--- src/pmsel_pkg.sv ---
// ----------------------------------------------------------------------------
// pmsel_pkg
// Shared codes and payload types for the pedal mode selector.
// ----------------------------------------------------------------------------
`default_nettype none

package pmsel_pkg;

   localparam int ModeW = 3;
   localparam int LedW  = 3;
   localparam int CmdW  = 2;
   localparam int FailW = 7;

   // reported / target mode codes
   localparam logic [ModeW-1:0] MODE_NONE   = 3'd0;
   localparam logic [ModeW-1:0] MODE_NORMAL = 3'd1;
   localparam logic [ModeW-1:0] MODE_FAST   = 3'd2;
   localparam logic [ModeW-1:0] MODE_PARK   = 3'd3;
   localparam logic [ModeW-1:0] MODE_LOCK   = 3'd4;
   localparam logic [ModeW-1:0] MODE_OTHER  = 3'd5;

   // led pattern codes
   localparam logic [LedW-1:0] LED_ERROR   = 3'd0;
   localparam logic [LedW-1:0] LED_PENDING = 3'd1;
   localparam logic [LedW-1:0] LED_PARK    = 3'd2;
   localparam logic [LedW-1:0] LED_OFF     = 3'd3;
   localparam logic [LedW-1:0] LED_ON      = 3'd4;

   // output pulse commands
   localparam logic [CmdW-1:0] CMD_NONE  = 2'd0;
   localparam logic [CmdW-1:0] CMD_SHORT = 2'd1;
   localparam logic [CmdW-1:0] CMD_LONG  = 2'd2;
   localparam logic [CmdW-1:0] CMD_HOLD  = 2'd3;

   localparam logic [FailW-1:0] FAIL_SAT       = 7'd127;
   localparam logic [FailW-1:0] MAX_FAILS_RST  = 7'd80;

   typedef struct packed {
      logic [ModeW-1:0] current_mode;
      logic             link_up;
      logic             button_click;
      logic             button_double;
      logic             button_multi;
      logic             emergency_click;
      logic             sport_mode;
   } req_word_type;

   typedef struct packed {
      logic [ModeW-1:0] target_mode_out;
      logic [LedW-1:0]  led_pattern;
      logic [CmdW-1:0]  output_command;
      logic             error_active;
   } rsp_word_type;

endpackage

`default_nettype wire

--- src/pmsel_core.sv ---
// ----------------------------------------------------------------------------
// pmsel_core
// Mode selector state, failure limit register and the per-tick decision
// logic. State advances on each tick that step_en marks.
// ----------------------------------------------------------------------------
`default_nettype none

module pmsel_core
   import pmsel_pkg::*;
(
   input  wire logic         clock,
   input  wire logic         reset,
   input  wire logic         cfg_we,
   input  wire logic [FailW-1:0] cfg_data,
   input  wire logic         step_en,
   input  wire req_word_type req_word,
   output rsp_word_type      rsp_word
);

   logic [FailW-1:0] max_fails_ff;
   logic [ModeW-1:0] target_ff, target_in;
   logic             first_ff, first_in;
   logic             await_ff, await_in;
   logic [ModeW-1:0] remem_ff, remem_in;
   logic [ModeW-1:0] clret_ff, clret_in;
   logic [FailW-1:0] fails_ff, fails_in;

   logic [ModeW-1:0] cur;
   logic             err_now;
   logic             ev_lock;
   logic             stop;
   logic [LedW-1:0]  led;
   logic [CmdW-1:0]  cmd;

   always_comb begin
      cur     = (req_word.current_mode > MODE_OTHER) ? MODE_OTHER : req_word.current_mode;
      err_now = fails_ff >= max_fails_ff;
      ev_lock = req_word.button_multi | req_word.emergency_click;

      // led comes from state before this tick's decisions
      if (err_now) begin
         led = LED_ERROR;
      end else if (cur != target_ff) begin
         led = LED_PENDING;
      end else if (target_ff == MODE_PARK) begin
         led = LED_PARK;
      end else if (target_ff == MODE_FAST) begin
         led = LED_ON;
      end else begin
         led = LED_OFF;
      end

      target_in = target_ff;
      first_in  = first_ff;
      await_in  = await_ff;
      remem_in  = remem_ff;
      clret_in  = clret_ff;
      fails_in  = fails_ff;
      cmd       = CMD_NONE;
      stop      = 1'b0;

      if (req_word.link_up && cur != MODE_NONE) begin
         if (first_ff) begin
            if (cur == MODE_PARK || cur == MODE_LOCK || cur == MODE_NORMAL) begin
               target_in = cur;
            end else begin
               target_in = MODE_NORMAL;
            end
            first_in = 1'b0;
         end

         if (err_now) begin
            if (req_word.button_click) begin
               fails_in  = '0;
               await_in  = 1'b0;
               remem_in  = MODE_NONE;
               target_in = MODE_NORMAL;
            end
            cmd = CMD_HOLD;
         end else if (target_in != cur) begin
            if (cur != remem_ff && !await_ff) begin
               cmd = (target_in == MODE_PARK || target_in == MODE_LOCK) ? CMD_LONG
                                                                        : CMD_SHORT;
               remem_in = cur;
               await_in = 1'b1;
               fails_in = '0;
            end else if (cur == remem_ff && await_ff) begin
               await_in = 1'b0;
            end else if (fails_ff < FAIL_SAT) begin
               fails_in = fails_ff + 1'b1;
            end
         end else begin
            if (!req_word.sport_mode) begin
               if (clret_ff != MODE_NONE) begin
                  target_in = clret_ff;
                  clret_in  = MODE_NONE;
               end
            end else begin
               if (ev_lock) begin
                  target_in = MODE_LOCK;
               end
               // a pending clutch return holds off everything below
               if (clret_ff != MODE_NONE) begin
                  stop = 1'b1;
               end
            end

            if (!stop) begin
               if (cur == MODE_LOCK) begin
                  if (ev_lock) begin
                     target_in = MODE_NORMAL;
                  end
               end else if (cur == MODE_PARK) begin
                  if (req_word.sport_mode) begin
                     target_in = MODE_NORMAL;
                     clret_in  = MODE_PARK;
                  end else begin
                     if (req_word.button_double) begin
                        target_in = MODE_NORMAL;
                     end
                     if (req_word.emergency_click) begin
                        target_in = MODE_LOCK;
                     end
                  end
               end else begin
                  if (req_word.sport_mode && cur == MODE_NORMAL) begin
                     target_in = MODE_FAST;
                     clret_in  = MODE_NORMAL;
                  end else if (req_word.button_click) begin
                     target_in = (cur == MODE_NORMAL) ? MODE_FAST : MODE_NORMAL;
                  end else if (req_word.button_double) begin
                     target_in = MODE_PARK;
                  end else if (ev_lock) begin
                     target_in = MODE_LOCK;
                  end
               end
            end
         end
      end

      rsp_word.target_mode_out = target_in;
      rsp_word.led_pattern     = led;
      rsp_word.output_command  = cmd;
      rsp_word.error_active    = fails_in >= max_fails_ff;
   end

   always_ff @(posedge clock) begin
      if (reset) begin
         max_fails_ff <= MAX_FAILS_RST;
         target_ff    <= MODE_NORMAL;
         first_ff     <= 1'b1;
         await_ff     <= 1'b0;
         remem_ff     <= MODE_NONE;
         clret_ff     <= MODE_NONE;
         fails_ff     <= '0;
      end else begin
         if (cfg_we) begin
            max_fails_ff <= cfg_data;
         end
         if (step_en) begin
            target_ff <= target_in;
            first_ff  <= first_in;
            await_ff  <= await_in;
            remem_ff  <= remem_in;
            clret_ff  <= clret_in;
            fails_ff  <= fails_in;
         end
      end
   end

   chk_target_range : assert property (@(posedge clock) disable iff (reset)
      (target_ff >= MODE_NORMAL && target_ff <= MODE_LOCK))
      else $error("kept target mode out of range");

   chk_fails_hold : assert property (@(posedge clock) disable iff (reset)
      !step_en && !cfg_we |=> $stable(fails_ff) && $stable(target_ff))
      else $error("state moved without a tick");

   chk_first_run : assert property (@(posedge clock) disable iff (reset)
      !first_ff |=> !first_ff)
      else $error("first-run flag came back");

endmodule

`default_nettype wire

--- src/pedal_mode_selector_fsm_top.sv ---
// Path: a word accepted on req passes the input register, then decision logic
// into the result register, and is offered on rsp from the result register.
// Throughput: one word per cycle; the result register drains while the
// input register refills, so only a stalled rsp holds back req.
// Reset: synchronous, active high; target mode normal, first-run set, failure
// count zero, failure limit 80.
// ----------------------------------------------------------------------------
// pedal_mode_selector_fsm_top
// Pedal mode selector with input register, decision core and result register.
// ----------------------------------------------------------------------------
`default_nettype none

module pedal_mode_selector_fsm_top
   import pmsel_pkg::*;
(
   input  wire logic             clock,
   input  wire logic             reset,
   input  wire logic             req_valid,
   output logic                  req_stall,
   input  wire logic [ModeW-1:0] req_current_mode,
   input  wire logic             req_link_up,
   input  wire logic             req_button_click,
   input  wire logic             req_button_double,
   input  wire logic             req_button_multi,
   input  wire logic             req_emergency_click,
   input  wire logic             req_sport_mode,
   output logic                  rsp_valid,
   input  wire logic             rsp_stall,
   output logic [ModeW-1:0]      rsp_target_mode_out,
   output logic [LedW-1:0]       rsp_led_pattern,
   output logic [CmdW-1:0]       rsp_output_command,
   output logic                  rsp_error_active,
   input  wire logic             csr_valid,
   output logic                  csr_ready,
   input  wire logic [FailW-1:0] csr_wdata
);

   logic         in_vld_ff;
   req_word_type in_word_ff;
   logic         out_vld_ff;
   rsp_word_type out_word_ff;
   rsp_word_type core_rsp;
   logic         move;
   logic         in_take;

   // the held word moves on when the result register is empty or draining
   assign move      = in_vld_ff && (!out_vld_ff || !rsp_stall);
   assign in_take   = req_valid && !req_stall;
   assign req_stall = in_vld_ff && !move;
   assign csr_ready = 1'b1;

   always_ff @(posedge clock) begin
      if (reset) begin
         in_vld_ff  <= 1'b0;
         out_vld_ff <= 1'b0;
      end else begin
         if (in_take) begin
            in_vld_ff <= 1'b1;
         end else if (move) begin
            in_vld_ff <= 1'b0;
         end
         if (move) begin
            out_vld_ff <= 1'b1;
         end else if (!rsp_stall) begin
            out_vld_ff <= 1'b0;
         end
      end
   end

   always_ff @(posedge clock) begin
      if (in_take) begin
         in_word_ff.current_mode    <= req_current_mode;
         in_word_ff.link_up         <= req_link_up;
         in_word_ff.button_click    <= req_button_click;
         in_word_ff.button_double   <= req_button_double;
         in_word_ff.button_multi    <= req_button_multi;
         in_word_ff.emergency_click <= req_emergency_click;
         in_word_ff.sport_mode      <= req_sport_mode;
      end
      if (move) begin
         out_word_ff <= core_rsp;
      end
   end

   pmsel_core u_core (
      .clock    (clock),
      .reset    (reset),
      .cfg_we   (csr_valid && csr_ready),
      .cfg_data (csr_wdata),
      .step_en  (move),
      .req_word (in_word_ff),
      .rsp_word (core_rsp)
   );

   assign rsp_valid           = out_vld_ff;
   assign rsp_target_mode_out = out_word_ff.target_mode_out;
   assign rsp_led_pattern     = out_word_ff.led_pattern;
   assign rsp_output_command  = out_word_ff.output_command;
   assign rsp_error_active    = out_word_ff.error_active;

   chk_in_kept : assert property (@(posedge clock) disable iff (reset)
      in_vld_ff && !move |=> in_vld_ff)
      else $error("held request word dropped");

   chk_out_drain : assert property (@(posedge clock) disable iff (reset)
      out_vld_ff && !rsp_stall && !move |=> !out_vld_ff)
      else $error("result word repeated");

   chk_clear_normal : assert property (@(posedge clock) disable iff (reset)
      out_vld_ff && out_word_ff.output_command == CMD_HOLD && !out_word_ff.error_active
      |-> out_word_ff.target_mode_out == MODE_NORMAL)
      else $error("error cleared without return to normal");

endmodule

`default_nettype wire

--- config.mk ---
export PLATFORM = sky130hd
export DESIGN_NAME = pedal_mode_selector_fsm_top
export DESIGN_NICKNAME = d
export VERILOG_FILES = /design/src/pmsel_pkg.sv /design/src/pmsel_core.sv /design/src/pedal_mode_selector_fsm_top.sv
export SDC_FILE = /design/constraint.sdc
export NUM_CORES = 1
export LEC_CHECK = 0
export BUFFER_PORTS_ARGS = -buffer_cell sky130_fd_sc_hd__buf_2
export CORE_MARGIN = 2
export CORE_UTILIZATION = 25
export DETAILED_ROUTE_END_ITERATION = 8
export PLACE_DENSITY_LB_ADDON = 0.3
export SKIP_LAST_GASP = 1
export SLEW_MARGIN = 15
export SYNTH_ARGS = -nofsm -noshare
export SYNTH_HDL_FRONTEND = slang
export SYNTH_SLANG_ARGS = --single-unit
--- constraint.sdc ---
create_clock -name clock -period 3.8 [get_ports clock]
set_input_delay 0 -clock clock [delete_from_list [all_inputs] [get_ports clock]]
set_output_delay 0 -clock clock [all_outputs]
set_load 0.02 [all_outputs]
==> results.sh <==
export IMPL_cts_root_buf="clkbuf_16"
export IMPL_clk_pin_slew_ns=0.07
export IMPL_synthTopCellsByCount="39 x nor2_1, 27 x dfxtp_1, 25 x a21oi_1, 25 x nand2_1, 20 x inv_1"
export IMPL_place_gp_congestion=0.8705
export IMPL_worst_skew_pair_late_latency_ns=0.30
export IMPL_required_ns=3.83
export IMPL_io_pins=33
export IMPL_ys_seq_area_share_pct=34.10
export IMPL_rrSetupSlack_ns=0.32
export IMPL_critPathLaunch="in_word_ff[7]"
export IMPL_vdd_drop_max_uv=143.4
export IMPL_endpoint="rsp_error_active"
export IMPL_cp_start_kind="flip-flop"
export IMPL_yosysTopAreaCellShare_pct=17.05
export IMPL_overflow=0
export IMPL_clock_path_buffers=2
export IMPL_rsz0062_at_grt="no"
export IMPL_regToRegEndpoint="rsp_error_active"
export IMPL_drv_cap=0
export IMPL_diodes=0
export IMPL_track_usage_pct=12.88
export IMPL_cts_resized=0
export IMPL_antenna_found_initial=0
export IMPL_relSlewSlack_pct=50.72
export IMPL_vias=2958
export IMPL_drc=0
export IMPL_drt_first_pass_iters=5
export IMPL_setup_violations=0
export IMPL_die_area_sq_um=13600
export IMPL_syn_to_final_growth_pct=22.10
export IMPL_skew_ns=0.004415
export IMPL_timing_rr_start="in_word_ff[7]"
export IMPL_ant_nets=0
export IMPL_rows=41
export IMPL_syn_num_nets=403
export IMPL_grt_pass1_vias=2719
export IMPL_timing_fmax_ghz=0.2875
export IMPL_status="finished clean"
export IMPL_async_flop_share_pct=0
export IMPL_dpl_hpwl_um=6381
export IMPL_yosysMostFrequentCell="nor2_1"
export IMPL_tightest_slew_ns=0.7377
export IMPL_critPathMaxFanout=10
export IMPL_r2r_worst_path_cells=14
export IMPL_wirelength_um=8693
export IMPL_fin_crit_ns=3.479
export IMPL_critPathArrivalTime_ns=3.51
export IMPL_synth_seq_cells=45
export IMPL_finalHoldViolations=0
export IMPL_holdCritPathClass="in2reg"
export IMPL_cts_sinks=45
export IMPL_synthFlopType="dfxtp_1"
export IMPL_drive_above_1_share_pct=18.18
export IMPL_wl_per_cell_um=14.73
export IMPL_period_share_pct=91.55
export IMPL_htreeDepth=2
export IMPL_criticalPathCategory="reg2reg"
export IMPL_syn_area_sq_um=3171
export IMPL_setup_tns_ns=0
export IMPL_leakagePower_nw=1.530
export IMPL_dp_slack_ns=0.2615
export IMPL_numCtsBuffers=5
export IMPL_syn_avg_cell_area_sq_um=8.686
export IMPL_first_iter_violations=249
export IMPL_synth_edff_count=18
export IMPL_start_util_pct=25.33
export IMPL_die_y_um=116.6
export IMPL_power_total_mw=1.207
export IMPL_fp_coreArea_sq_um=12520
export IMPL_slew_violations=0
export IMPL_grt_max_degree=19
export IMPL_cts_tree="yes"
export IMPL_endpoint_kind="flip-flop"
export IMPL_yosysTopAreaCell="dfxtp_1"
export IMPL_vias_per_cell=5.014
export IMPL_grt_pass1_wl_um=13880
export IMPL_synth_area_leaders="dfxtp_1 17%, edfxtp_1 17%, ha_1 6.7%"
export IMPL_yosys_warnings=0
export IMPL_setup_slack_ns=0.3212
export IMPL_numPortBuffers=31
export IMPL_power_density_nw_per_um2=311.7
export IMPL_dieWidth_um=116.6
export IMPL_synth_cell_types=74
export IMPL_syn_inst=365
export IMPL_final_nets=455
==> worst min-delay path by stage <==
stage / endpoint / startpoint / slack [ns] / depth (start not counted)
floorplan: in_word_ff[0] / req_sport_mode / 0.1 / 0
global placement: in_word_ff[0] / req_sport_mode / 0.18 / 1
detailed placement: in_word_ff[6] / req_current_mode[0] / 0.18 / 1
CTS: u_core.max_fails_ff[6] / csr_valid / 0.08 / 2
global route: u_core.max_fails_ff[6] / csr_valid / 0.1 / 2
finish: u_core.max_fails_ff[6] / csr_valid / 0.08 / 2
==> layer usage <==
layer,GRT usage (%),wire length [um],vias up
li1,-,-,1460
met1,17.98,4064,1357
met2,19.81,3844,123
met3,2.283,582,18
met4,5.020,201,0
met5,0,0,-
==> logic make-up (layout without fill, tap and decap cells) <==
| kind of cell | Yosys count | after routing | synth area share, % |
|---|---|---|---|
| multiplexers | 9 | 9 | 2.841 |
| adder cells (fa/ha/maj) | 17 | 17 | 6.709 |
| AO/OA/AOI/OAI | 117 | 117 | 26.99 |
| buffers and inverters | 43 | 96 | 6.629 |
| flip-flops | 45 | 45 | 34.10 |
| other | 1 | 1 | 0.1183 |
| XOR/XNOR | 5 | 5 | 1.381 |
| AND/OR/NAND/NOR | 128 | 128 | 21.23 |
==> placed cells by master (no fill, tap or decap), types with 6 or more instances in the layout <==
| master | netlist | layout |
|---|---|---|
| nor2_1 | 39 | 39 |
| dlygate4sd3_1 | 0 | 18 |
| edfxtp_1 | 18 | 18 |
| a21oi_1 | 25 | 25 |
| a31oi_1 | 7 | 7 |
| ha_1 | 17 | 17 |
| o21a_1 | 7 | 7 |
| buf_2 | 2 | 31 |
| dfxtp_1 | 27 | 27 |
| buf_4 | 2 | 19 |
| nor3_1 | 6 | 6 |
| inv_1 | 20 | 20 |
| nand3_1 | 8 | 8 |
| mux2i_1 | 9 | 9 |
| nor2b_1 | 7 | 7 |
| nand2_1 | 25 | 25 |
| o21ai_0 | 16 | 16 |
==> cell type report <==
class | instances | area [sq um]
clock inverters | 3 | 17.52
fillers | 1330 | 8646
clock buffers | 5 | 125.1
well taps | 172 | 215.2
flip-flops and latches | 45 | 1081
repair buffers | 68 | 478.0
multi-input cells | 277 | 1879
inverters | 20 | 75.07
==> worst max-delay path, cell delays in order, from the launching register on <==
cell      delay, ns
edfxtp_1       0.55
xnor2_1        0.20
nand2_1        0.07
o32a_1         0.30
ha_1           0.27
nor2_1         0.26
and3_1         0.26
a21oi_1        0.10
ha_1           0.30
nand2b_1       0.14
a21o_1         0.17
a21o_1         0.17
a21o_1         0.16
a21oi_1        0.14
o21ai_0        0.13
==> flip-flops by register name (all words and copies together) (netlist names) <==
name                 count
u_core.max_fails_ff      7
u_core.await_ff          1
in_vld_ff                1
rsp_error_active         1
rsp_led_pattern          3
u_core.target_ff         3
u_core.remem_ff          3
rsp_target_mode_out      3
u_core.first_ff          1
rsp_valid                1
u_core.fails_ff          7
rsp_output_command       2
in_word_ff               9
u_core.clret_ff          3
==> power breakdown <==
part	internal [mW]	leakage, nW	switching, mW
sequential	0.524	0.392	0.0232
combinational	0.0944	1.07	0.123
clock	0.242	0.0696	0.200
==> timing repair <==
item	4_1_cts	5_1_grt
hold buffers	18	0
endpoints found under the setup margin	0	1
endpoints found under the hold margin	18	0
buffers inserted	0	5
==> per-stage QoR <==
step	area (sq um)	hold slack, ns	std cells	util, %
after floorplan	3171	0.09887	365	-
after detailed placement	3511	0.1799	559	28.05
after global routing	3871	0.09932	590	30.93
after global placement	3511	0.1789	559	28.05
final	3871	0.08180	590	30.93
after CTS	3834	0.07604	585	30.63
No activity file was read; power rests on OpenSTA's default activity.
